### config.mk
export PLATFORM = sky130hd
export DESIGN_NAME = csc_stage
export DESIGN_NICKNAME = d
export VERILOG_FILES = /design/src/rtl/core/csc_pkg.sv /design/src/rtl/core/csc_stage.sv
export SDC_FILE = /design/constraint.sdc
export NUM_CORES = 1
export LEC_CHECK = 0
export BUFFER_PORTS_ARGS = -buffer_cell sky130_fd_sc_hd__buf_2
export CAP_MARGIN = 20
export CORE_UTILIZATION = 40
export DETAILED_ROUTE_END_ITERATION = 8
export PLACE_DENSITY = 0.6
export REMOVE_ABC_BUFFERS = 1
export SLEW_MARGIN = 10
export SYNTH_ARGS = -nofsm -noshare
export SYNTH_HDL_FRONTEND = slang
export SYNTH_SLANG_ARGS = --single-unit
### constraint.sdc
create_clock -name clock -period 7.4 [get_ports clock]
set_input_delay 0.37 -clock clock [delete_from_list [all_inputs] [get_ports clock]]
set_output_delay 0.37 -clock clock [all_outputs]
set_load 0.05 [all_outputs]
### src/rtl/core/csc_pkg.sv
`timescale 1ns / 1ps
`default_nettype none
// ----------------------------------------------------------------------------
// CORDIC sine/cosine package
// Shared types and constants for the rotation-mode CORDIC pipeline.
// ----------------------------------------------------------------------------
package csc_pkg;

   localparam int DATA_W  = 32;   // datapath width, sums wrap here
   localparam int OUT_W   = 18;   // result field width
   localparam int COUNT_W = 5;    // iteration count register width
   localparam int ATAN_N  = 30;   // entries in the arctangent table

   localparam logic [COUNT_W-1:0] COUNT_RESET = 5'd16;

   // gain 0.6073 as a ratio
   localparam logic [63:0] GAIN_NUM = 64'd6073;
   localparam logic [63:0] GAIN_DEN = 64'd10000;

   // atan(2^-i) scaled by 2^30, truncated
   localparam logic [31:0] ATAN_Q30 [0:ATAN_N-1] = '{
      32'd843314856, 32'd497837829, 32'd263043836, 32'd133525158, 32'd67021686,
      32'd33543515,  32'd16775850,  32'd8388437,   32'd4194282,   32'd2097149,
      32'd1048575,   32'd524287,    32'd262143,    32'd131071,    32'd65535,
      32'd32767,     32'd16383,     32'd8191,      32'd4095,      32'd2047,
      32'd1023,      32'd511,       32'd255,       32'd127,       32'd63,
      32'd31,        32'd15,        32'd7,         32'd3,         32'd1
   };

   typedef struct packed {
      logic [DATA_W-1:0] x;
      logic [DATA_W-1:0] y;
      logic [DATA_W-1:0] z;
   } vec_type;

endpackage
`default_nettype wire

### src/rtl/core/csc_stage.sv
`timescale 1ns / 1ps
`default_nettype none
// ----------------------------------------------------------------------------
// CORDIC micro-rotation stage
// One registered rotation by atan(2^-STEP); passes the vector unchanged when
// the step lies beyond the configured iteration count.
// ----------------------------------------------------------------------------
module csc_stage #(
   parameter int STEP          = 0,
   parameter int FRACTION_BITS = 16
) (
   input  wire logic             clock,
   input  wire logic             reset,
   input  wire logic             advance,
   input  wire logic             enable,
   input  wire logic             src_valid,
   input  wire csc_pkg::vec_type src_vec,
   output logic                  valid_ff,
   output csc_pkg::vec_type      vec_ff
);

   localparam logic [csc_pkg::DATA_W-1:0] ATAN_STEP =
      csc_pkg::DATA_W'(csc_pkg::ATAN_Q30[STEP] >> (30 - FRACTION_BITS));

   logic                         valid_in;
   csc_pkg::vec_type             vec_in;
   logic [csc_pkg::DATA_W-1:0]   x_shift;
   logic [csc_pkg::DATA_W-1:0]   y_shift;

   always_comb begin
      x_shift  = $signed(src_vec.x) >>> STEP;
      y_shift  = $signed(src_vec.y) >>> STEP;
      valid_in = src_valid;
      vec_in   = src_vec;
      if (enable) begin
         if (src_vec.z[csc_pkg::DATA_W-1]) begin
            vec_in.x = src_vec.x + y_shift;
            vec_in.y = src_vec.y - x_shift;
            vec_in.z = src_vec.z + ATAN_STEP;
         end else begin
            vec_in.x = src_vec.x - y_shift;
            vec_in.y = src_vec.y + x_shift;
            vec_in.z = src_vec.z - ATAN_STEP;
         end
      end
   end

   always_ff @(posedge clock) begin
      if (reset) begin
         valid_ff <= 1'b0;
      end else if (advance) begin
         valid_ff <= valid_in;
      end
   end

   always_ff @(posedge clock) begin
      if (advance) begin
         vec_ff <= vec_in;
      end
   end

`ifndef SYNTHESIS
   // hold the stage while the pipeline is frozen
   assert property (@(posedge clock) disable iff (reset)
      !advance |=> $stable(valid_ff))
      else $error("stage valid moved while frozen");

   assert property (@(posedge clock) disable iff (reset)
      advance && src_valid |=> valid_ff)
      else $error("stage dropped an item");

   // a step past the count must leave the vector untouched
   assert property (@(posedge clock) disable iff (reset)
      advance && !enable |=> vec_ff == $past(src_vec))
      else $error("disabled step altered the vector");
`endif

endmodule
`default_nettype wire

==> reports/qor.json, run 1 <==
{
  "sta": {
    "final_max_slew_viols": 0,
    "hold_viol_final": 0,
    "final.setup_skew_ns": 0,
    "finalCritPeriodShare_pct": 52.4,
    "fin_hold_ws_ns": 0.143,
    "setup_tns_ns": 0,
    "worstMarginPinSlew_ns": 1.06,
    "final_min_period_ns": 3.87,
    "worst_slew_slack_as_a_fraction_of_its_limit_pct": 29.1,
    "setup_violations": 0,
    "clock.fmax_ghz": 0.258,
    "rsz0062_at_grt": "false"
  },
  "yosys": {
    "postSynthAreaPerCell_um2": 8.25,
    "syn-instance-count": 1284,
    "synth_enable_flop_cells": 96,
    "synth_cell_types": 70,
    "top_cell_type_s_share_of_synthesized_area_pct": 27.2,
    "synth.mux.area_fraction_pct": 4.96,
    "yosys.area.top_type": "sky130_fd_sc_hd__edfxtp_1",
    "fraction_of_the_mapped_netlist_area_in_simple_logic_gates_pct": 13.9,
    "post_synth_fa_ha_maj_area_fraction_pct": 15.4,
    "synth_compound_area_share_pct": 25.2,
    "synth_area_um2": 10600,
    "yosysWarnings": 0,
    "synth_top_family_by_area": "compound AO/OA/AOI/OAI gates",
    "synth_sequential_area_ratio_pct": 27.4,
    "synth.ff_latch_count": 97,
    "post_synth_xor_area_fraction_pct": 7.19,
    "postSynth.asyncResetShare_pct": 0,
    "postSynth.topFlopCell": "sky130_fd_sc_hd__edfxtp_1",
    "yosys-top-cells-area": "sky130_fd_sc_hd__edfxtp_1, sky130_fd_sc_hd__ha_1, sky130_fd_sc_hd__a21oi_1"
  },
  "cts": {
    "number_of_levels_in_the_clock_h_tree": 3,
    "cts_tree": "built",
    "worst_setup_hold_path_clk_slew_ns": 0.08,
    "cts_repair_resize_count": 0,
    "cell_chosen_for_the_clock_root": "sky130_fd_sc_hd__clkbuf_16",
    "clock_sink_count": 97,
    "cts_max_path_bufs": 2,
    "cts_post_setup_buffers_inserted": 0,
    "tritoncts.num_buffers": 9,
    "ctsHoldBuffers": 0,
    "insertion_delay_ns": 0.37
  },
  "die": {
    "fp-row-count": 59,
    "floorplan.io_pins": 198,
    "floorplan.die.width_um": 165,
    "dieHeight_um": 165,
    "floorplan.core_area_um2": 26000,
    "fp.dieArea_um2": 27100,
    "initial_core_util_pct": 40.8
  },
  "detailed_routing": {
    "wire_per_inst_um": 17.1,
    "antenna_violating_nets_post_route": 0,
    "drt_pre_antenna_iters": 5,
    "detail_route.vias_per_cell": 5.48,
    "routed_wirelength_mm": 30.2,
    "initialDrtViolationCount": 727,
    "drt_drc_violations_left": 0,
    "via_count": 9719
  },
  "worst_setup_path": {
    "timing.critical_path.from_type": "input port",
    "worst-path-stages": 13,
    "critical_path.top_delay_family": "compound AO/OA/AOI/OAI gates",
    "critical-path-slowest-cell": "sky130_fd_sc_hd__buf_4",
    "reg2reg_depth": 2,
    "critical-path-top-cell-by-count": "sky130_fd_sc_hd__buf_4",
    "cp.buffers_inverters": 2,
    "critPathRequiredTime_ns": 7.53,
    "crit_path_cell_trace": "buf_4 -> buf_4 -> ha_1 -> a21oi_1 -> o22ai_1 -> a21o_1 -> a221o_1 -> a221oi_4 -> o41ai_2 -> a2111oi_2 -> o31a_1 -> xnor2_1 -> mux2_2",
    "worst-setup-path-type": "input port to register",
    "cp_data_arrival_time_ns": 4.00,
    "timing.critical_path.to_type": "register",
    "cp_slowest_stage_delay_ns": 0.73,
    "timing.critical_path.fanout_max": 93
  },
  "grt": {
    "initial_antenna_violation_count": 3,
    "globalRouteOverflowTotal": 0,
    "grt_pass1_vias": 9207,
    "grt_max_degree": 94,
    "gr-usage-all-layers_pct": 22.2,
    "grt_pass1_wl_mm": 47.7
  },
  "layout": {
    "flow.area_growth_from_synthesis_pct": 14.2,
    "fill_cells": 2688,
    "commonest_cells_after_routing_fill_and_taps_aside": "sky130_fd_sc_hd__buf_2, sky130_fd_sc_hd__a21oi_1, sky130_fd_sc_hd__nor2_1, sky130_fd_sc_hd__ha_1, sky130_fd_sc_hd__edfxtp_1",
    "finish.utilization_pct": 46.6,
    "post_route_cells_drive_above_1_share_pct": 18.4,
    "layout.nets": 1659,
    "layout.cells.most_common": "sky130_fd_sc_hd__buf_2"
  },
  "placed_design": {
    "place_congestion": 0.925,
    "port-buffer-count": 197,
    "dpl.hpwl_mm": 22.8
  },
  "pwr": {
    "power.density_nw_per_um2": 189,
    "post-layout-total-power_w": 0.00228,
    "power.leakage_nw": 5.41,
    "vdd_drop_max_uv": 100
  },
  "hold_path": {
    "holdCritPathClass": "input port to register",
    "worstHoldPathCells": 2
  },
  "outcome": {
    "run_status": "complete, no violations"
  },
  "run": {
    "maxCapViolations": 0
  }
}
## state kept, by name, indices dropped and copies added (netlist names)
register / cells
valid_ff: 1
vec_ff: 96
## metrics by stage
stage | worst slack (ns) | cells | cell area [um2]
CTS | 3.46 | 1770 | 12100
global route | 3.20 | 1772 | 12100
floorplan | 3.37 | 1218 | 10300
global placement | 3.13 | 1754 | 11800
detailed placement | 3.07 | 1754 | 11800
finish | 3.53 | 1772 | 12100
## layer usage
| layer | global-route usage, % | wire, um |
|---|---|---|
| met1 | 30.5 | 14600 |
| met4 | 7.17 | 662 |
| met2 | 36.1 | 13600 |
| met5 | 0 | 13 |
| met3 | 2.34 | 1370 |
## cell families after synthesis
| family | Yosys count |
|---|---|
| multiplexers | 49 |
| flip-flops | 97 |
| XOR/XNOR | 87 |
| AND/OR/NAND/NOR | 332 |
| adder cells (fa/ha/maj) | 128 |
| AO/OA/AOI/OAI | 426 |
| buffers and inverters | 165 |
## worst paths after layout
path	start	end	slack, ns
max reg2reg	valid_ff	valid_ff	6.82
min	reset	valid_ff	0.14
max	src_vec[31]	vec_ff[29]	3.53
min reg2reg	valid_ff	valid_ff	0.49
## worst register-to-register path, stage by stage, from the launching register on
cell and delay (ns):
sky130_fd_sc_hd__dfxtp_1 0.31, sky130_fd_sc_hd__mux2i_1 0.12, sky130_fd_sc_hd__nor2_1 0.05
## synthesized netlist by cell type, drive strengths merged (10+ instances only)
library cell and count:
nor3 21, a21oi 171, o21a 10, clkbuf 54, nand2 77, mux2 28
buf 12, a21o 42, inv 98, mux2i 21, nor2b 14, ha 124
nand2b 12, o211ai 10, o21bai 22, xnor2 73, o21ai 82, nor2 149
nand3 21, o31ai 12, edfxtp 96, a211oi 16, xor2 14
## where the power goes
group | total (W) | switching [W] | internal [W] | leakage (nW)
Combinational | 0.00105 | 0.000704 | 0.000342 | 4.32
Clock | 0.000524 | 0.000255 | 0.000269 | 0.149
Sequential | 0.000713 | 0.0000189 | 0.000694 | 0.949
## cell type report
cell class	instances	area, um2	area share [%]
Clock buffer	9	225	1.86
Sequential cell	97	2900	24.0
Clock inverter	7	83.8	0.693
Multi-Input combinational cell	1022	7070	58.4
Timing Repair Buffer	201	1020	8.46
Inverter	99	372	3.07
Tap cell	335	419	3.46
Antenna cell	2	5.00	0.0414
Power figures use the tool's default switching activity.
==> run 2: changes to the inputs <==
--- a/config.mk
+++ b/config.mk
@@ -9,7 +9,7 @@
 export CAP_MARGIN = 20
 export CORE_UTILIZATION = 40
 export DETAILED_ROUTE_END_ITERATION = 8
-export PLACE_DENSITY = 0.6
+export PLACE_DENSITY = 0.62
 export REMOVE_ABC_BUFFERS = 1
 export SLEW_MARGIN = 10
 export SYNTH_ARGS = -nofsm -noshare
==> constraint.sdc (replaced) <==
create_clock -name clock -period 3.5 [get_ports clock]
set_input_delay 0.175 -clock clock [delete_from_list [all_inputs] [get_ports clock]]
set_output_delay 0.175 -clock clock [all_outputs]
set_load 0.05 [all_outputs]
==> reports/qor.json, run 2 (synthesis gave the netlist of run 1 again) <==
{
  "sta": {
    "setup_violations": 0,
    "clock.fmax_ghz": 0.307,
    "setup_tns_ns": 0,
    "worst_slew_slack_as_a_fraction_of_its_limit_pct": 44.1,
    "final_min_period_ns": 3.26,
    "hold_viol_final": 0,
    "final.setup_skew_ns": 0,
    "final_max_slew_viols": 0,
    "worstMarginPinSlew_ns": 0.838,
    "finalCritPeriodShare_pct": 93.2,
    "fin_hold_ws_ns": 0.0492
  },
  "placed_design": {
    "dpl-instance-area_um2": 12400,
    "port-buffer-count": 197,
    "place_congestion": 0.919,
    "dpl.hpwl_mm": 24.3
  },
  "hold_path": {
    "worstHoldPathCells": 3,
    "holdCritPathClass": "input port to register"
  },
  "pwr": {
    "vdd_drop_max_uv": 195,
    "post-layout-total-power_w": 0.00488,
    "power.density_nw_per_um2": 384,
    "power.leakage_nw": 5.80
  },
  "die": {
    "floorplan.die.width_um": 165,
    "floorplan.io_pins": 198,
    "fp-row-count": 59,
    "initial_core_util_pct": 40.8,
    "floorplan.core_area_um2": 26000,
    "fp.dieArea_um2": 27100,
    "dieHeight_um": 165
  },
  "layout": {
    "post_route_cells_drive_above_1_share_pct": 22.7,
    "layout.nets": 1740,
    "finalInstanceArea_um2": 12700,
    "flow.area_growth_from_synthesis_pct": 20.0,
    "top_regs": "vec_ff (96), valid_ff (1)",
    "largest_register_by_flop_count": "vec_ff",
    "fill_cells": 2621,
    "largest_register_ffs": 96,
    "layout.cells.most_common": "sky130_fd_sc_hd__buf_2",
    "commonest_cells_after_routing_fill_and_taps_aside": "sky130_fd_sc_hd__buf_2, sky130_fd_sc_hd__a21oi_1, sky130_fd_sc_hd__nor2_1, sky130_fd_sc_hd__ha_1, sky130_fd_sc_hd__edfxtp_1",
    "finish.utilization_pct": 48.9
  },
  "grt": {
    "grt_pass1_wl_mm": 49.0,
    "grt_max_degree": 77,
    "grt-busiest-layer": "met2",
    "gr-usage-met1_pct": 31.6,
    "grt_pass1_vias": 9577,
    "gr-usage-all-layers_pct": 22.9,
    "globalRouteMet3Util_pct": 2.36,
    "met2_usage_pct": 36.8,
    "initial_antenna_violation_count": 2,
    "globalRouteOverflowTotal": 0
  },
  "worst_setup_path": {
    "reg2reg_depth": 2,
    "setup.reg_to_reg.worst_slack_ns": 2.91,
    "cp_data_arrival_time_ns": 3.37,
    "timing.critical_path.fanout_max": 8,
    "timing.critical_path.to_type": "register",
    "worst-setup-path-type": "input port to register",
    "timing.critical_path.from_type": "input port",
    "critPathRequiredTime_ns": 3.60
  },
  "cts": {
    "worst_setup_hold_path_clk_slew_ns": 0.08,
    "cts_post_setup_buffers_inserted": 0,
    "clock_sink_count": 97,
    "insertion_delay_ns": 0.36,
    "number_of_levels_in_the_clock_h_tree": 3,
    "cts_tree": "built",
    "cts_max_path_bufs": 2,
    "tritoncts.num_buffers": 9,
    "cell_chosen_for_the_clock_root": "sky130_fd_sc_hd__clkbuf_16"
  },
  "detailed_routing": {
    "via_count": 10078,
    "drt_pre_antenna_iters": 5,
    "wire_per_inst_um": 16.8,
    "detail_route.vias_per_cell": 5.44,
    "routed_wirelength_mm": 31.2,
    "initialDrtViolationCount": 808,
    "drt_drc_violations_left": 0,
    "antenna_violating_nets_post_route": 0
  },
  "outcome": {
    "run_status": "complete, no violations"
  },
  "run": {
    "maxCapViolations": 0
  }
}
-- run 2: changes by cell type in the layout (fill, tap and decap cells not counted) --
| cell | before | now |
|---|---|---|
| sky130_fd_sc_hd__buf_4 | 7 | 85 |
| sky130_fd_sc_hd__a2111oi_0 | 6 | 4 |
| sky130_fd_sc_hd__a2111oi_1 | 0 | 2 |
| sky130_fd_sc_hd__buf_12 | 0 | 2 |
| sky130_fd_sc_hd__clkinv_4 | 2 | 0 |
| sky130_fd_sc_hd__bufinv_16 | 1 | 0 |
| sky130_fd_sc_hd__clkinv_2 | 0 | 1 |
| sky130_fd_sc_hd__clkinv_8 | 0 | 1 |
| sky130_fd_sc_hd__clkinvlp_4 | 1 | 2 |
| sky130_fd_sc_hd__dlygate4sd3_1 | 0 | 1 |
| sky130_fd_sc_hd__inv_6 | 2 | 3 |
| sky130_fd_sc_hd__inv_8 | 1 | 0 |
-- run 2: per-layer routing --
layer | share of wire (%) | vias to the layer above | wire [um]
met1 | 47 | 4685 | 14800
met2 | 45 | 302 | 14000
met5 | 0 | - | 0
li1 | - | 5047 | -
met3 | 5.1 | 44 | 1580
met4 | 2.6 | 0 | 796
-- run 2: final timing paths --
kind / start / end
setup / recovery: src_vec[39] / vec_ff[60]
hold / removal: src_valid / valid_ff
setup reg to reg: valid_ff / valid_ff
hold reg to reg: valid_ff / valid_ff
-- run 2: layout make-up --
| type | count | area (um2) | share of cell area, % |
|---|---|---|---|
| clock inverters | 7 | 62.6 | 0.492 |
| multi-input cells | 1022 | 7070 | 55.6 |
| diodes | 2 | 5.00 | 0.0394 |
| inverters | 99 | 372 | 2.92 |
| repair buffers | 282 | 1660 | 13.0 |
| flip-flops and latches | 97 | 2900 | 22.8 |
| well taps | 335 | 419 | 3.30 |
| clock buffers | 9 | 225 | 1.77 |
-- run 2: worst max-delay path, cell delays in order --
cell,delay [ns]
sky130_fd_sc_hd__buf_2,0.09
sky130_fd_sc_hd__inv_1,0.04
sky130_fd_sc_hd__ha_1,0.40
sky130_fd_sc_hd__a2111oi_1,0.47
sky130_fd_sc_hd__nand3_1,0.24
sky130_fd_sc_hd__a32oi_1,0.29
sky130_fd_sc_hd__nand2_1,0.07
sky130_fd_sc_hd__nor4bb_1,0.41
sky130_fd_sc_hd__buf_4,0.19
sky130_fd_sc_hd__nor2_1,0.08
sky130_fd_sc_hd__a2111oi_0,0.50
sky130_fd_sc_hd__buf_4,0.20
sky130_fd_sc_hd__or4b_1,0.10
sky130_fd_sc_hd__o211ai_1,0.11
-- run 2: report_power, final --
group | internal [W] | switching, W | leakage, nW
Sequential | 0.00147 | 0.0000392 | 0.949
Clock | 0.000497 | 0.000528 | 0.136
Combinational | 0.000825 | 0.00152 | 4.71
Total | 0.00279 | 0.00209 | 5.80
-- run 2: repair_timing --
| item | 4_1_cts | 5_1_grt |
|---|---|---|
| hold endpoints to repair | 1 | 0 |
| hold buffers | 1 | 0 |
| setup endpoints to repair | 0 | 2 |
| resized for setup | 0 | 2 |
-- run 2: per-stage QoR --
stage,worst slack [ns],std cells
6_report,0.239,1853
2_1_floorplan,-0.332,1218
5_1_grt,-0.000629,1853
3_3_place_gp,-0.142,1834
3_5_place_dp,-0.153,1834
4_1_cts,0.235,1851
