==> config.mk <==
export PLATFORM = sky130hd
export DESIGN_NAME = csc_gain
export DESIGN_NICKNAME = d
export VERILOG_FILES = /design/src/rtl/core/csc_pkg.sv /design/src/rtl/core/csc_gain.sv
export SDC_FILE = /design/constraint.sdc
export NUM_CORES = 1
export LEC_CHECK = 0
export BUFFER_PORTS_ARGS = -buffer_cell sky130_fd_sc_hd__buf_4
export CAP_MARGIN = 20
export CORE_MARGIN = 2
export CORE_UTILIZATION = 25
export DETAILED_ROUTE_END_ITERATION = 16
export GPL_TIMING_DRIVEN = 0
export SETUP_SLACK_MARGIN = 0.02
export SKIP_CTS_REPAIR_TIMING = 1
export SLEW_MARGIN = 30
export SYNTH_ARGS = -nofsm -noshare
export SYNTH_HDL_FRONTEND = slang
export SYNTH_SLANG_ARGS = --single-unit
export TNS_END_PERCENT = 10
==> constraint.sdc <==
create_clock -name clock -period 4.94 [get_ports clock]
set_input_delay 0.988 -clock clock [delete_from_list [all_inputs] [get_ports clock]]
set_output_delay 0.988 -clock clock [all_outputs]
set_load 0.01 [all_outputs]
==> src/rtl/core/csc_pkg.sv <==
`timescale 1ns / 1ps
`default_nettype none
// ----------------------------------------------------------------------------
// CORDIC sine/cosine package
// Shared types and constants for the rotation-mode CORDIC pipeline.
// ----------------------------------------------------------------------------
package csc_pkg;

   localparam int DATA_W  = 32;   // datapath width, sums wrap here
   localparam int OUT_W   = 18;   // result field width
   localparam int COUNT_W = 5;    // iteration count register width
   localparam int ATAN_N  = 30;   // entries in the arctangent table

   localparam logic [COUNT_W-1:0] COUNT_RESET = 5'd16;

   // gain 0.6073 as a ratio
   localparam logic [63:0] GAIN_NUM = 64'd6073;
   localparam logic [63:0] GAIN_DEN = 64'd10000;

   // atan(2^-i) scaled by 2^30, truncated
   localparam logic [31:0] ATAN_Q30 [0:ATAN_N-1] = '{
      32'd843314856, 32'd497837829, 32'd263043836, 32'd133525158, 32'd67021686,
      32'd33543515,  32'd16775850,  32'd8388437,   32'd4194282,   32'd2097149,
      32'd1048575,   32'd524287,    32'd262143,    32'd131071,    32'd65535,
      32'd32767,     32'd16383,     32'd8191,      32'd4095,      32'd2047,
      32'd1023,      32'd511,       32'd255,       32'd127,       32'd63,
      32'd31,        32'd15,        32'd7,         32'd3,         32'd1
   };

   typedef struct packed {
      logic [DATA_W-1:0] x;
      logic [DATA_W-1:0] y;
      logic [DATA_W-1:0] z;
   } vec_type;

endpackage
`default_nettype wire

==> src/rtl/core/csc_gain.sv <==
`timescale 1ns / 1ps
`default_nettype none
// ----------------------------------------------------------------------------
// CORDIC gain correction
// Scales x and y by the CORDIC gain and registers the result fields.
// ----------------------------------------------------------------------------
module csc_gain #(
   parameter int FRACTION_BITS = 16
) (
   input  wire logic                            clock,
   input  wire logic                            reset,
   input  wire logic                            advance,
   input  wire logic                            src_valid,
   input  wire csc_pkg::vec_type                src_vec,
   output logic                                 valid_ff,
   output logic signed [csc_pkg::OUT_W-1:0]     sine_ff,
   output logic signed [csc_pkg::OUT_W-1:0]     cosine_ff
);

   localparam int HALF = FRACTION_BITS / 2;
   localparam logic [63:0] GAIN_FULL =
      (csc_pkg::GAIN_NUM << FRACTION_BITS) / csc_pkg::GAIN_DEN;
   localparam logic [csc_pkg::OUT_W-1:0] GAIN_HALF =
      csc_pkg::OUT_W'(GAIN_FULL >> HALF);

   logic [csc_pkg::DATA_W-1:0]    x_shift;
   logic [csc_pkg::DATA_W-1:0]    y_shift;
   logic [csc_pkg::OUT_W-1:0]     x_prod;
   logic [csc_pkg::OUT_W-1:0]     y_prod;
   logic                          valid_in;
   logic [csc_pkg::OUT_W-1:0]     sine_in;
   logic [csc_pkg::OUT_W-1:0]     cosine_in;

   // only the low result bits are kept, so a narrow multiply suffices
   always_comb begin
      x_shift   = $signed(src_vec.x) >>> HALF;
      y_shift   = $signed(src_vec.y) >>> HALF;
      x_prod    = x_shift[csc_pkg::OUT_W-1:0] * GAIN_HALF;
      y_prod    = y_shift[csc_pkg::OUT_W-1:0] * GAIN_HALF;
      valid_in  = src_valid;
      sine_in   = y_prod;
      cosine_in = x_prod;
   end

   always_ff @(posedge clock) begin
      if (reset) begin
         valid_ff <= 1'b0;
      end else if (advance) begin
         valid_ff <= valid_in;
      end
   end

   always_ff @(posedge clock) begin
      if (advance) begin
         sine_ff   <= sine_in;
         cosine_ff <= cosine_in;
      end
   end

endmodule
`default_nettype wire

==> flow_metrics.env, run 1 <==
export IMPL_worstMarginPinSlew_ps=542.6
export IMPL_cp_arrival_ps=4470
export IMPL_antenna_found_initial=0
export IMPL_die_w_um=148.3
export IMPL_vias_per_cell=3.941
export IMPL_ys_ff_latch=37
export IMPL_yosysSeqAreaShare_pct=21.15
export IMPL_dp_cells=854
export IMPL_grt_pass1_wl_um=17240
export IMPL_synth_nets=766
export IMPL_relSlewSlack_pct=63.83
export IMPL_fmax_ghz=0.2254
export IMPL_layout_cells_non_filler=862
export IMPL_n_antenna_cell=0
export IMPL_ant_nets=0
export IMPL_rsz0062_at_grt="false"
export IMPL_clkSlewWorstSetupHoldPaths_ps=60
export IMPL_wl_um=10110
export IMPL_max_vdd_ir_drop_uv=128.3
export IMPL_fin_util_pct=30.75
export IMPL_drive_gt1_share_pct=15.54
export IMPL_start_util_pct=25.57
export IMPL_dp_final_hpwl_um=8866
export IMPL_p_total_w=0.002976
export IMPL_grt_usage_pct=9.926
export IMPL_netlist_area_um2=5206
export IMPL_hold_slack_ps=495.6
export IMPL_power_density_nw_per_um2=475.3
export IMPL_worstPathRequired_ps=4970
export IMPL_rr_worst_depth=2
export IMPL_r2r_slack_ps=4360
export IMPL_hold_viol_final=0
export IMPL_setup_tns_ps=0
export IMPL_clock_latency_ps=290
export IMPL_critPathKind="input pin to flip-flop"
export IMPL_critPathLaunchType="input pin"
export IMPL_synthArstFlopShare_pct=0
export IMPL_min_from="valid_ff$_SDFFE_PP0P_"
export IMPL_crit_top_cell="inv_1"
export IMPL_row_count=52
export IMPL_finalCriticalPeriod_ps=4437
export IMPL_numCtsBuffers=5
export IMPL_endpoint_kind="flip-flop"
export IMPL_holdPathStages=2
export IMPL_multiInputGateArea_um2=3471
export IMPL_pin_count=137
export IMPL_drtIter0Drc=143
export IMPL_regArea_um2=1101
export IMPL_n_fill_cell=2140
export IMPL_hp_class="flip-flop to flip-flop"
export IMPL_routedWlPerCell_um=11.73
export IMPL_leakage_nw=3.181
export IMPL_status="finished, final reports clean"
export IMPL_nets=849
export IMPL_syn_area_per_cell_um2=10.25
export IMPL_path_cells="buf_4, ha_1, inv_1, fa_1, inv_1, fa_1, inv_1, fa_1, inv_1, ha_1, a21oi_1, o21ai_1, or3_1, o21ai_2, nor3_1, or3_1"
export IMPL_synth_cells=508
export IMPL_grt_pass1_vias=3638
export IMPL_grt_max_degree=38
export IMPL_cap_violations=0
export IMPL_cts_sinks=37
export IMPL_htreeDepth=2
export IMPL_fp_dieArea_um2=22000
export IMPL_drv_slew=0
export IMPL_fin_skew_ps=0
export IMPL_areaGrowthSynthToFinish_pct=20.28
export IMPL_r2r_start="valid_ff$_SDFFE_PP0P_"
export IMPL_whs_endpoint="valid_ff$_SDFFE_PP0P_"
export IMPL_ys_types=34
export IMPL_first_pass_iters=4
export IMPL_synth_edf_count=36
export IMPL_cp_max_fo=6
export IMPL_grt_overflow=0
export IMPL_drc=0
export IMPL_core_um2=20360
export IMPL_vias=3397
export IMPL_clockRootBuffer="clkbuf_16"
export IMPL_reg2reg_to="valid_ff$_SDFFE_PP0P_"
export IMPL_cp_slowest_cell="fa_1"
export IMPL_finalSetupViolCount=0
export IMPL_yosysWarnings=0
export IMPL_io_buffers=76
export IMPL_post_route_period_util_pct=89.81
export IMPL_synth_top_flop_cell="edfxtp_1"
export IMPL_fp_dieH_um=148.3
export IMPL_tritoncts="built"
export IMPL_cts_buffer_depth=2
export IMPL_critPathMaxStageDelay_ps=520
export IMPL_gp_congestion=0.7687
-- critical path, delay by kind of cell --
family / cells / cell delay [ps]
compound gates: 3 / 440
buf+inv: 5 / 310
fa+ha+maj: 5 / 1960
simple gates: 3 / 760
-- worst max-delay path by stage --
stage	startpoint	endpoint
after CTS	src_vec[45]	sine_ff[16]$_DFFE_PP_
after global routing	src_vec[78]	cosine_ff[16]$_DFFE_PP_
after floorplan	src_vec[44]	sine_ff[16]$_DFFE_PP_
after global placement	src_vec[45]	sine_ff[16]$_DFFE_PP_
final	src_vec[45]	sine_ff[16]$_DFFE_PP_
after detailed placement	src_vec[45]	sine_ff[16]$_DFFE_PP_
-- power breakdown --
group	total [W]	switching (W)	internal [W]
Combinational	0.00202	0.00110	0.000922
Sequential	0.000630	0.0000425	0.000588
Clock	0.000327	0.000140	0.000187
-- synth_stat cells, types with 3 or more instances --
cell type / number / area (um2)
nor2_1: 11 / 41.29
nand2_1: 13 / 48.80
o21ai_1: 4 / 20.02
nand2b_1: 4 / 25.02
nand3_1: 3 / 15.01
o21ai_0: 8 / 40.04
fa_1: 70 / 1401
a21oi_1: 22 / 110.1
a21o_1: 8 / 60.06
xnor2_1: 35 / 306.5
nor2b_1: 4 / 25.02
inv_1: 169 / 634.4
ha_1: 88 / 1101
xor2_1: 7 / 61.31
edfxtp_1: 36 / 1081
-- registers in the layout, indices dropped and copies added, names as in the netlist --
name	flops
cosine_ff	18
sine_ff	18
valid_ff	1
-- layout by cell type (no fill, tap or decap) --
| master | Yosys | final |
|---|---|---|
| edfxtp_1 | 36 | 36 |
| nand3_1 | 3 | 3 |
| and4bb_1 | 1 | 1 |
| clkinvlp_4 | 0 | 3 |
| o21a_1 | 1 | 1 |
| a21o_2 | 1 | 1 |
| or3_1 | 2 | 2 |
| clkbuf_16 | 0 | 5 |
| xnor2_1 | 35 | 35 |
| nor2b_1 | 4 | 4 |
| a21oi_2 | 2 | 2 |
| a21o_1 | 8 | 8 |
| ha_1 | 88 | 88 |
| dfxtp_1 | 1 | 1 |
| mux2i_1 | 2 | 2 |
| nor3b_1 | 1 | 1 |
| o21ai_2 | 1 | 1 |
| nand3b_1 | 1 | 1 |
| o221ai_1 | 1 | 1 |
| nor2_1 | 11 | 11 |
| nor3_1 | 2 | 2 |
| o21ai_0 | 8 | 8 |
| nand4_1 | 1 | 1 |
| fa_1 | 70 | 70 |
| o31ai_2 | 2 | 2 |
| nand2_1 | 13 | 13 |
| nand2b_1 | 4 | 4 |
| o41ai_2 | 1 | 1 |
| o21ai_1 | 4 | 4 |
| inv_1 | 169 | 169 |
| a31oi_2 | 1 | 1 |
| a31oi_1 | 2 | 2 |
| o211ai_1 | 2 | 2 |
| a21oi_1 | 22 | 22 |
| and3_1 | 1 | 1 |
| xor2_1 | 7 | 7 |
| buf_4 | 0 | 76 |
-- per-layer routing --
layer | routed length [um] | GRT usage (%) | vias up | share of wire, %
met1 | 4623 | 12.50 | 1596 | 46
li1 | - | - | 1735 | -
met2 | 4988 | 17.18 | 56 | 49
met4 | 159 | 3.143 | 0 | 1.6
met3 | 343 | 1.933 | 10 | 3.4
met5 | 0 | 0 | - | 0
-- area by class of cell --
cell class / instances / share of cell area [%]
repair buffers: 76 / 9.111
clock buffers: 5 / 1.998
flip-flops and latches: 37 / 17.58
inverters: 169 / 10.13
clock inverters: 3 / 0.3596
multi-input cells: 302 / 55.42
well taps: 270 / 5.395
-- stage by stage --
step / instance area (um2) / setup WS [ps]
after global placement: 6115 / 212.5
after global routing: 6262 / 229.0
after detailed placement: 6115 / 193.7
final: 6262 / 503.4
after CTS: 6262 / 511.4
after floorplan: 5206 / 553.4
-- cells by family after synthesis --
family / after synthesis / share of synthesized area, %
simple gates: 44 / 4.182
mux: 2 / 0.3845
compound gates: 56 / 6.970
buf+inv: 169 / 12.18
fa+ha+maj: 158 / 48.07
xor+xnor: 42 / 7.066
flops: 37 / 21.15
Power figures use the tool's default switching activity.
==> run 2: changes to the inputs <==
--- a/config.mk
+++ b/config.mk
@@ -8,9 +8,11 @@
 export BUFFER_PORTS_ARGS = -buffer_cell sky130_fd_sc_hd__buf_4
 export CAP_MARGIN = 20
 export CORE_MARGIN = 2
-export CORE_UTILIZATION = 25
+export CORE_UTILIZATION = 45
 export DETAILED_ROUTE_END_ITERATION = 16
 export GPL_TIMING_DRIVEN = 0
+export PLACE_DENSITY = 0.7
+export REMOVE_ABC_BUFFERS = 1
 export SETUP_SLACK_MARGIN = 0.02
 export SKIP_CTS_REPAIR_TIMING = 1
 export SLEW_MARGIN = 30
==> flow_metrics.env, run 2 (synthesis gave the netlist of run 1 again) <==
export IMPL_status="finished, final reports clean"
export IMPL_endpoint_kind="flip-flop"
export IMPL_drc=0
export IMPL_max_vdd_ir_drop_uv=228.7
export IMPL_hold_viol_final=0
export IMPL_drive_gt1_share_pct=15.23
export IMPL_fin_skew_ps=0
export IMPL_cp_slowest_cell="fa_1"
export IMPL_rsz0062_at_grt="false"
export IMPL_numCtsBuffers=5
export IMPL_final_common_cell="inv_1"
export IMPL_dp_final_hpwl_um=8089
export IMPL_n_antenna_cell=0
export IMPL_antenna_found_initial=0
export IMPL_fp_dieArea_um2=12450
export IMPL_crit_buf_inv=5
export IMPL_path_cells="buf_4, ha_1, inv_1, fa_1, inv_1, fa_1, inv_1, fa_1, inv_1, ha_1, a21oi_1, o21ai_1, or3_1, o21ai_2, nor3_1, or3_1"
export IMPL_fp_dieH_um=111.6
export IMPL_row_count=39
export IMPL_drtIter0Drc=125
export IMPL_finalSetupViolCount=0
export IMPL_p_total_w=0.002918
export IMPL_io_buffers=76
export IMPL_r2r_slack_ps=4360
export IMPL_grt_pass1_vias=3713
export IMPL_cp_arrival_ps=4440
export IMPL_cap_violations=0
export IMPL_min_from="valid_ff$_SDFFE_PP0P_"
export IMPL_first_pass_iters=4
export IMPL_tritoncts="built"
export IMPL_power_density_nw_per_um2=479.0
export IMPL_crit_start="src_vec[45]"
export IMPL_relSlewSlack_pct=66.22
export IMPL_r2r_start="valid_ff$_SDFFE_PP0P_"
export IMPL_critPathLaunchType="input pin"
export IMPL_reg2reg_to="valid_ff$_SDFFE_PP0P_"
export IMPL_clock_latency_ps=270
export IMPL_routedWlPerCell_um=12.52
export IMPL_ant_nets=0
export IMPL_critPathKind="input pin to flip-flop"
export IMPL_rr_worst_depth=2
export IMPL_whs_endpoint="valid_ff$_SDFFE_PP0P_"
export IMPL_nets=849
export IMPL_final_cell_mix="inv_1 (169), ha_1 (88), buf_4 (76)"
export IMPL_worstPathRequired_ps=4960
export IMPL_drv_slew=0
export IMPL_areaGrowthSynthToFinish_pct=17.02
export IMPL_grt_usage_pct=15.91
export IMPL_worstMarginPinSlew_ps=506.7
export IMPL_wl_met2_um=4898
export IMPL_crit_top_cell="inv_1"
export IMPL_post_route_period_util_pct=89.54
export IMPL_grt_max_degree=38
export IMPL_cp_max_fo=6
export IMPL_grt_pass1_wl_um=16380
export IMPL_fmax_ghz=0.2261
export IMPL_path_delay_family="adder cells"
export IMPL_start_util_pct=45.79
export IMPL_finalCriticalPeriod_ps=4423
export IMPL_gp_congestion=0.8324
export IMPL_die_w_um=111.6
export IMPL_clkSlewWorstSetupHoldPaths_ps=50
export IMPL_cts_buffer_depth=2
export IMPL_hp_class="flip-flop to flip-flop"
export IMPL_critPathMaxStageDelay_ps=530
export IMPL_vias=3460
export IMPL_fin_util_pct=53.58
export IMPL_holdPathStages=2
export IMPL_pin_count=137
export IMPL_wl_met3_um=308
export IMPL_grt_overflow=0
export IMPL_clockRootBuffer="clkbuf_16"
export IMPL_wl_um=9193
export IMPL_core_um2=11370
export IMPL_cts_sinks=37
export IMPL_drt_met1_wl_um=3871
export IMPL_setup_tns_ps=0
export IMPL_leakage_nw=3.183
export IMPL_reg_largest_list="cosine_ff x18, sine_ff x18, valid_ff x1"
export IMPL_vias_per_cell=4.714
export IMPL_htreeDepth=2
export IMPL_highest_layer="met4"
-- run 2: cell count changes in the layout (fill, tap and decap cells not counted), sizes merged --
cell and delta:
clkinvlp -2, clkinv +1
-- run 2: how the worst max path moves through the flow --
stage / cells past startpoint / slack (ps) / to
2_1_floorplan: 15 / 550 / sine_ff[16]$_DFFE_PP_
3_3_place_gp: 16 / 250 / sine_ff[16]$_DFFE_PP_
3_5_place_dp: 16 / 210 / sine_ff[16]$_DFFE_PP_
4_1_cts: 16 / 510 / sine_ff[16]$_DFFE_PP_
5_1_grt: 16 / 290 / sine_ff[16]$_DFFE_PP_
6_report: 16 / 520 / sine_ff[16]$_DFFE_PP_
-- run 2: cell type report --
type / count / area (um2)
fill: 991 / 5278
tap: 143 / 178.9
sequential: 37 / 1101
timing repair buffer: 76 / 570.5
inverter: 169 / 634.4
clock buffer: 5 / 125.1
clock inverter: 2 / 11.26
multi-input combinational: 302 / 3471
-- run 2: layer usage --
metal,up-vias,GRT usage [%]
li1,1739,-
met1,1644,18.94
met2,67,29.80
met3,10,2.613
met4,0,4.198
met5,-,0
-- run 2: power breakdown --
group	switching [W]	internal, W	total, W
logic	0.00107	0.000922	0.00199
clock network	0.000123	0.000182	0.000305
registers	0.0000347	0.000587	0.000622
total	0.00123	0.00169	0.00292
-- run 2: worst reg2reg max path, delay by kind of cell (launching register included) --
| family | cells | cell delay [ps] |
|---|---|---|
| flops | 1 | 310 |
| mux | 1 | 120 |
| simple gates | 1 | 50 |
-- run 2: per-stage QoR --
step	hold WS (ps)	instances	setup WS, ps	instance area (um2)
floorplan	527.9	508	553.4	5206
global placement	476.0	727	245.2	5956
detailed placement	502.0	727	206.9	5956
CTS	515.7	734	509.2	6092
global route	566.2	734	288.7	6092
finish	509.8	734	517.0	6092
==> run 3: changes to the inputs <==
--- a/config.mk
+++ b/config.mk
@@ -5,13 +5,12 @@
 export SDC_FILE = /design/constraint.sdc
 export NUM_CORES = 1
 export LEC_CHECK = 0
-export BUFFER_PORTS_ARGS = -buffer_cell sky130_fd_sc_hd__buf_4
+export BUFFER_PORTS_ARGS = -buffer_cell sky130_fd_sc_hd__buf_2
 export CAP_MARGIN = 20
 export CORE_MARGIN = 2
-export CORE_UTILIZATION = 45
+export CORE_UTILIZATION = 28
 export DETAILED_ROUTE_END_ITERATION = 16
 export GPL_TIMING_DRIVEN = 0
-export PLACE_DENSITY = 0.7
 export REMOVE_ABC_BUFFERS = 1
 export SETUP_SLACK_MARGIN = 0.02
 export SKIP_CTS_REPAIR_TIMING = 1
==> constraint.sdc (replaced) <==
create_clock -name clock -period 5.6 [get_ports clock]
set_input_delay 1.12 -clock clock [delete_from_list [all_inputs] [get_ports clock]]
set_output_delay 1.12 -clock clock [all_outputs]
set_load 0.01 [all_outputs]
==> flow_metrics.env, run 3 (synthesis gave the netlist of run 1 again) <==
export IMPL_cp_arrival_ps=4610
export IMPL_leakage_nw=3.119
export IMPL_fmax_ghz=0.2177
export IMPL_power_density_nw_per_um2=419.6
export IMPL_worstPathRequired_ps=5620
export IMPL_start_util_pct=28.79
export IMPL_cts_sinks=37
export IMPL_first_pass_iters=12
export IMPL_clkSlewWorstSetupHoldPaths_ps=50
export IMPL_n_antenna_cell=0
export IMPL_routedWlPerCell_um=11.71
export IMPL_grt_pass1_vias=3489
export IMPL_numCtsBuffers=5
export IMPL_htreeDepth=2
export IMPL_areaGrowthSynthToFinish_pct=15.40
export IMPL_dp_final_hpwl_um=8389
export IMPL_regArea_um2=1101
export IMPL_vias=3410
export IMPL_vias_per_cell=4.159
export IMPL_final_common_cell="inv_1"
export IMPL_hold_viol_final=0
export IMPL_place_area_um2=5873
export IMPL_clockPowerShare_pct=10.7
export IMPL_critPathKind="input pin to flip-flop"
export IMPL_row_count=49
export IMPL_fin_skew_ps=0
export IMPL_drtIter0Drc=113
export IMPL_p_total_w=0.002521
export IMPL_fin_area_um2=6008
export IMPL_use_met2_pct=17.60
export IMPL_max_vdd_ir_drop_uv=103.8
export IMPL_ant_nets=0
export IMPL_gp_congestion=0.7712
export IMPL_tritoncts="built"
export IMPL_crit_top_cell="inv_1"
export IMPL_internal_power_w=0.001430
export IMPL_relSlewSlack_pct=62.38
export IMPL_nets=849
export IMPL_fp_dieH_um=140.4
export IMPL_drive_gt1_share_pct=15.06
export IMPL_cap_violations=0
export IMPL_fin_util_pct=33.22
export IMPL_holdPathStages=2
export IMPL_worstMarginPinSlew_ps=564.4
export IMPL_grt_max_degree=38
export IMPL_clockRootBuffer="clkbuf_16"
export IMPL_critPathMaxStageDelay_ps=520
export IMPL_finalCriticalPeriod_ps=4593
export IMPL_path_delay_family="adder cells"
export IMPL_crit_buf_inv=5
export IMPL_pin_count=137
export IMPL_drv_slew=0
export IMPL_rsz0062_at_grt="false"
export IMPL_endpoint_kind="flip-flop"
export IMPL_cp_max_fo=6
export IMPL_io_buffers=76
export IMPL_grt_use_met1_pct=14.16
export IMPL_use_met3_pct=1.983
export IMPL_fp_dieArea_um2=19700
export IMPL_reg2reg_to="valid_ff$_SDFFE_PP0P_"
export IMPL_finalSetupViolCount=0
export IMPL_antenna_found_initial=0
export IMPL_wl_um=9599
export IMPL_path_cells="buf_2, ha_1, inv_1, fa_1, inv_1, fa_1, inv_1, fa_1, inv_1, ha_1, a21oi_1, o21ai_1, or3_1, o21ai_2, nor3_1, or3_1"
export IMPL_layout_cells_non_filler=820
export IMPL_r2r_start="valid_ff$_SDFFE_PP0P_"
export IMPL_sequentialPowerShare_pct=21.7
export IMPL_min_from="valid_ff$_SDFFE_PP0P_"
export IMPL_drc=0
export IMPL_combPwrFrac_pct=67.6
export IMPL_post_route_period_util_pct=82.01
export IMPL_clock_latency_ps=280
export IMPL_setup_tns_ps=0
export IMPL_p_sw_share_pct=43.28
export IMPL_worstSetupPathDepth=16
export IMPL_grt_pass1_wl_um=16660
export IMPL_power_switching_w=0.001091
export IMPL_n_fill_cell=1856
export IMPL_top_usage_layer="met2"
export IMPL_cts_buffer_depth=2
export IMPL_hp_class="flip-flop to flip-flop"
export IMPL_final_cell_mix="inv_1 (169), ha_1 (88), buf_2 (75)"
export IMPL_grt_usage_pct=10.59
export IMPL_crit_start="src_vec[45]"
export IMPL_multiInputGateArea_um2=3471
export IMPL_rr_worst_depth=2
export IMPL_critPathLaunchType="input pin"
export IMPL_reg_largest_list="cosine_ff x18, sine_ff x18, valid_ff x1"
export IMPL_core_um2=18090
export IMPL_grt_overflow=0
export IMPL_die_w_um=140.4
export IMPL_dp_cells=813
export IMPL_cp_slowest_cell="fa_1"
export IMPL_whs_endpoint="valid_ff$_SDFFE_PP0P_"
export IMPL_status="finished, final reports clean"
export IMPL_r2r_slack_ps=5020
run 3: worst register-to-register path, cell delays in order, from the launching register on:
cell and delay, ps:
dfxtp_1 300, mux2i_1 120, nor2_1 50
run 3: stage by stage:
stage | worst slack [ps] | hold slack (ps)
2_1_floorplan | 1081 | 527.9
3_3_place_gp | 681.2 | 472.0
3_5_place_dp | 661.5 | 491.9
4_1_cts | 982.9 | 505.5
5_1_grt | 803.3 | 536.0
6_report | 1007 | 496.3
run 3: how the worst max path moves through the flow:
| stage | end | slack (ps) |
|---|---|---|
| 2_1_floorplan | sine_ff[16]$_DFFE_PP_ | 1080 |
| 3_3_place_gp | sine_ff[16]$_DFFE_PP_ | 680 |
| 3_5_place_dp | sine_ff[16]$_DFFE_PP_ | 660 |
| 4_1_cts | sine_ff[16]$_DFFE_PP_ | 980 |
| 5_1_grt | cosine_ff[16]$_DFFE_PP_ | 800 |
| 6_report | sine_ff[16]$_DFFE_PP_ | 1010 |
run 3: layout make-up:
cell class | count | area share (%)
Sequential cell | 37 | 18.33
Clock inverter | 1 | 0.06247
Tap cell | 229 | 4.769
Clock buffer | 6 | 2.145
Timing Repair Buffer | 76 | 6.372
Multi-Input combinational cell | 302 | 57.77
Inverter | 169 | 10.56
run 3: power by group through the flow:
stage	Sequential (W)	Clock, W	Combinational [W]
floorplan	0.000614	0	0.00123
global placement	0.000559	0	0.00172
detailed placement	0.000557	0	0.00174
CTS	0.000552	0.000288	0.00175
global route	0.000560	0.000295	0.00198
finish	0.000548	0.000270	0.00170
run 3: routing by layer:
metal	routed length, um	part of all wire, %
met5	0	0
met4	95	0.99
met3	361	3.8
met2	4621	48
met1	4521	47
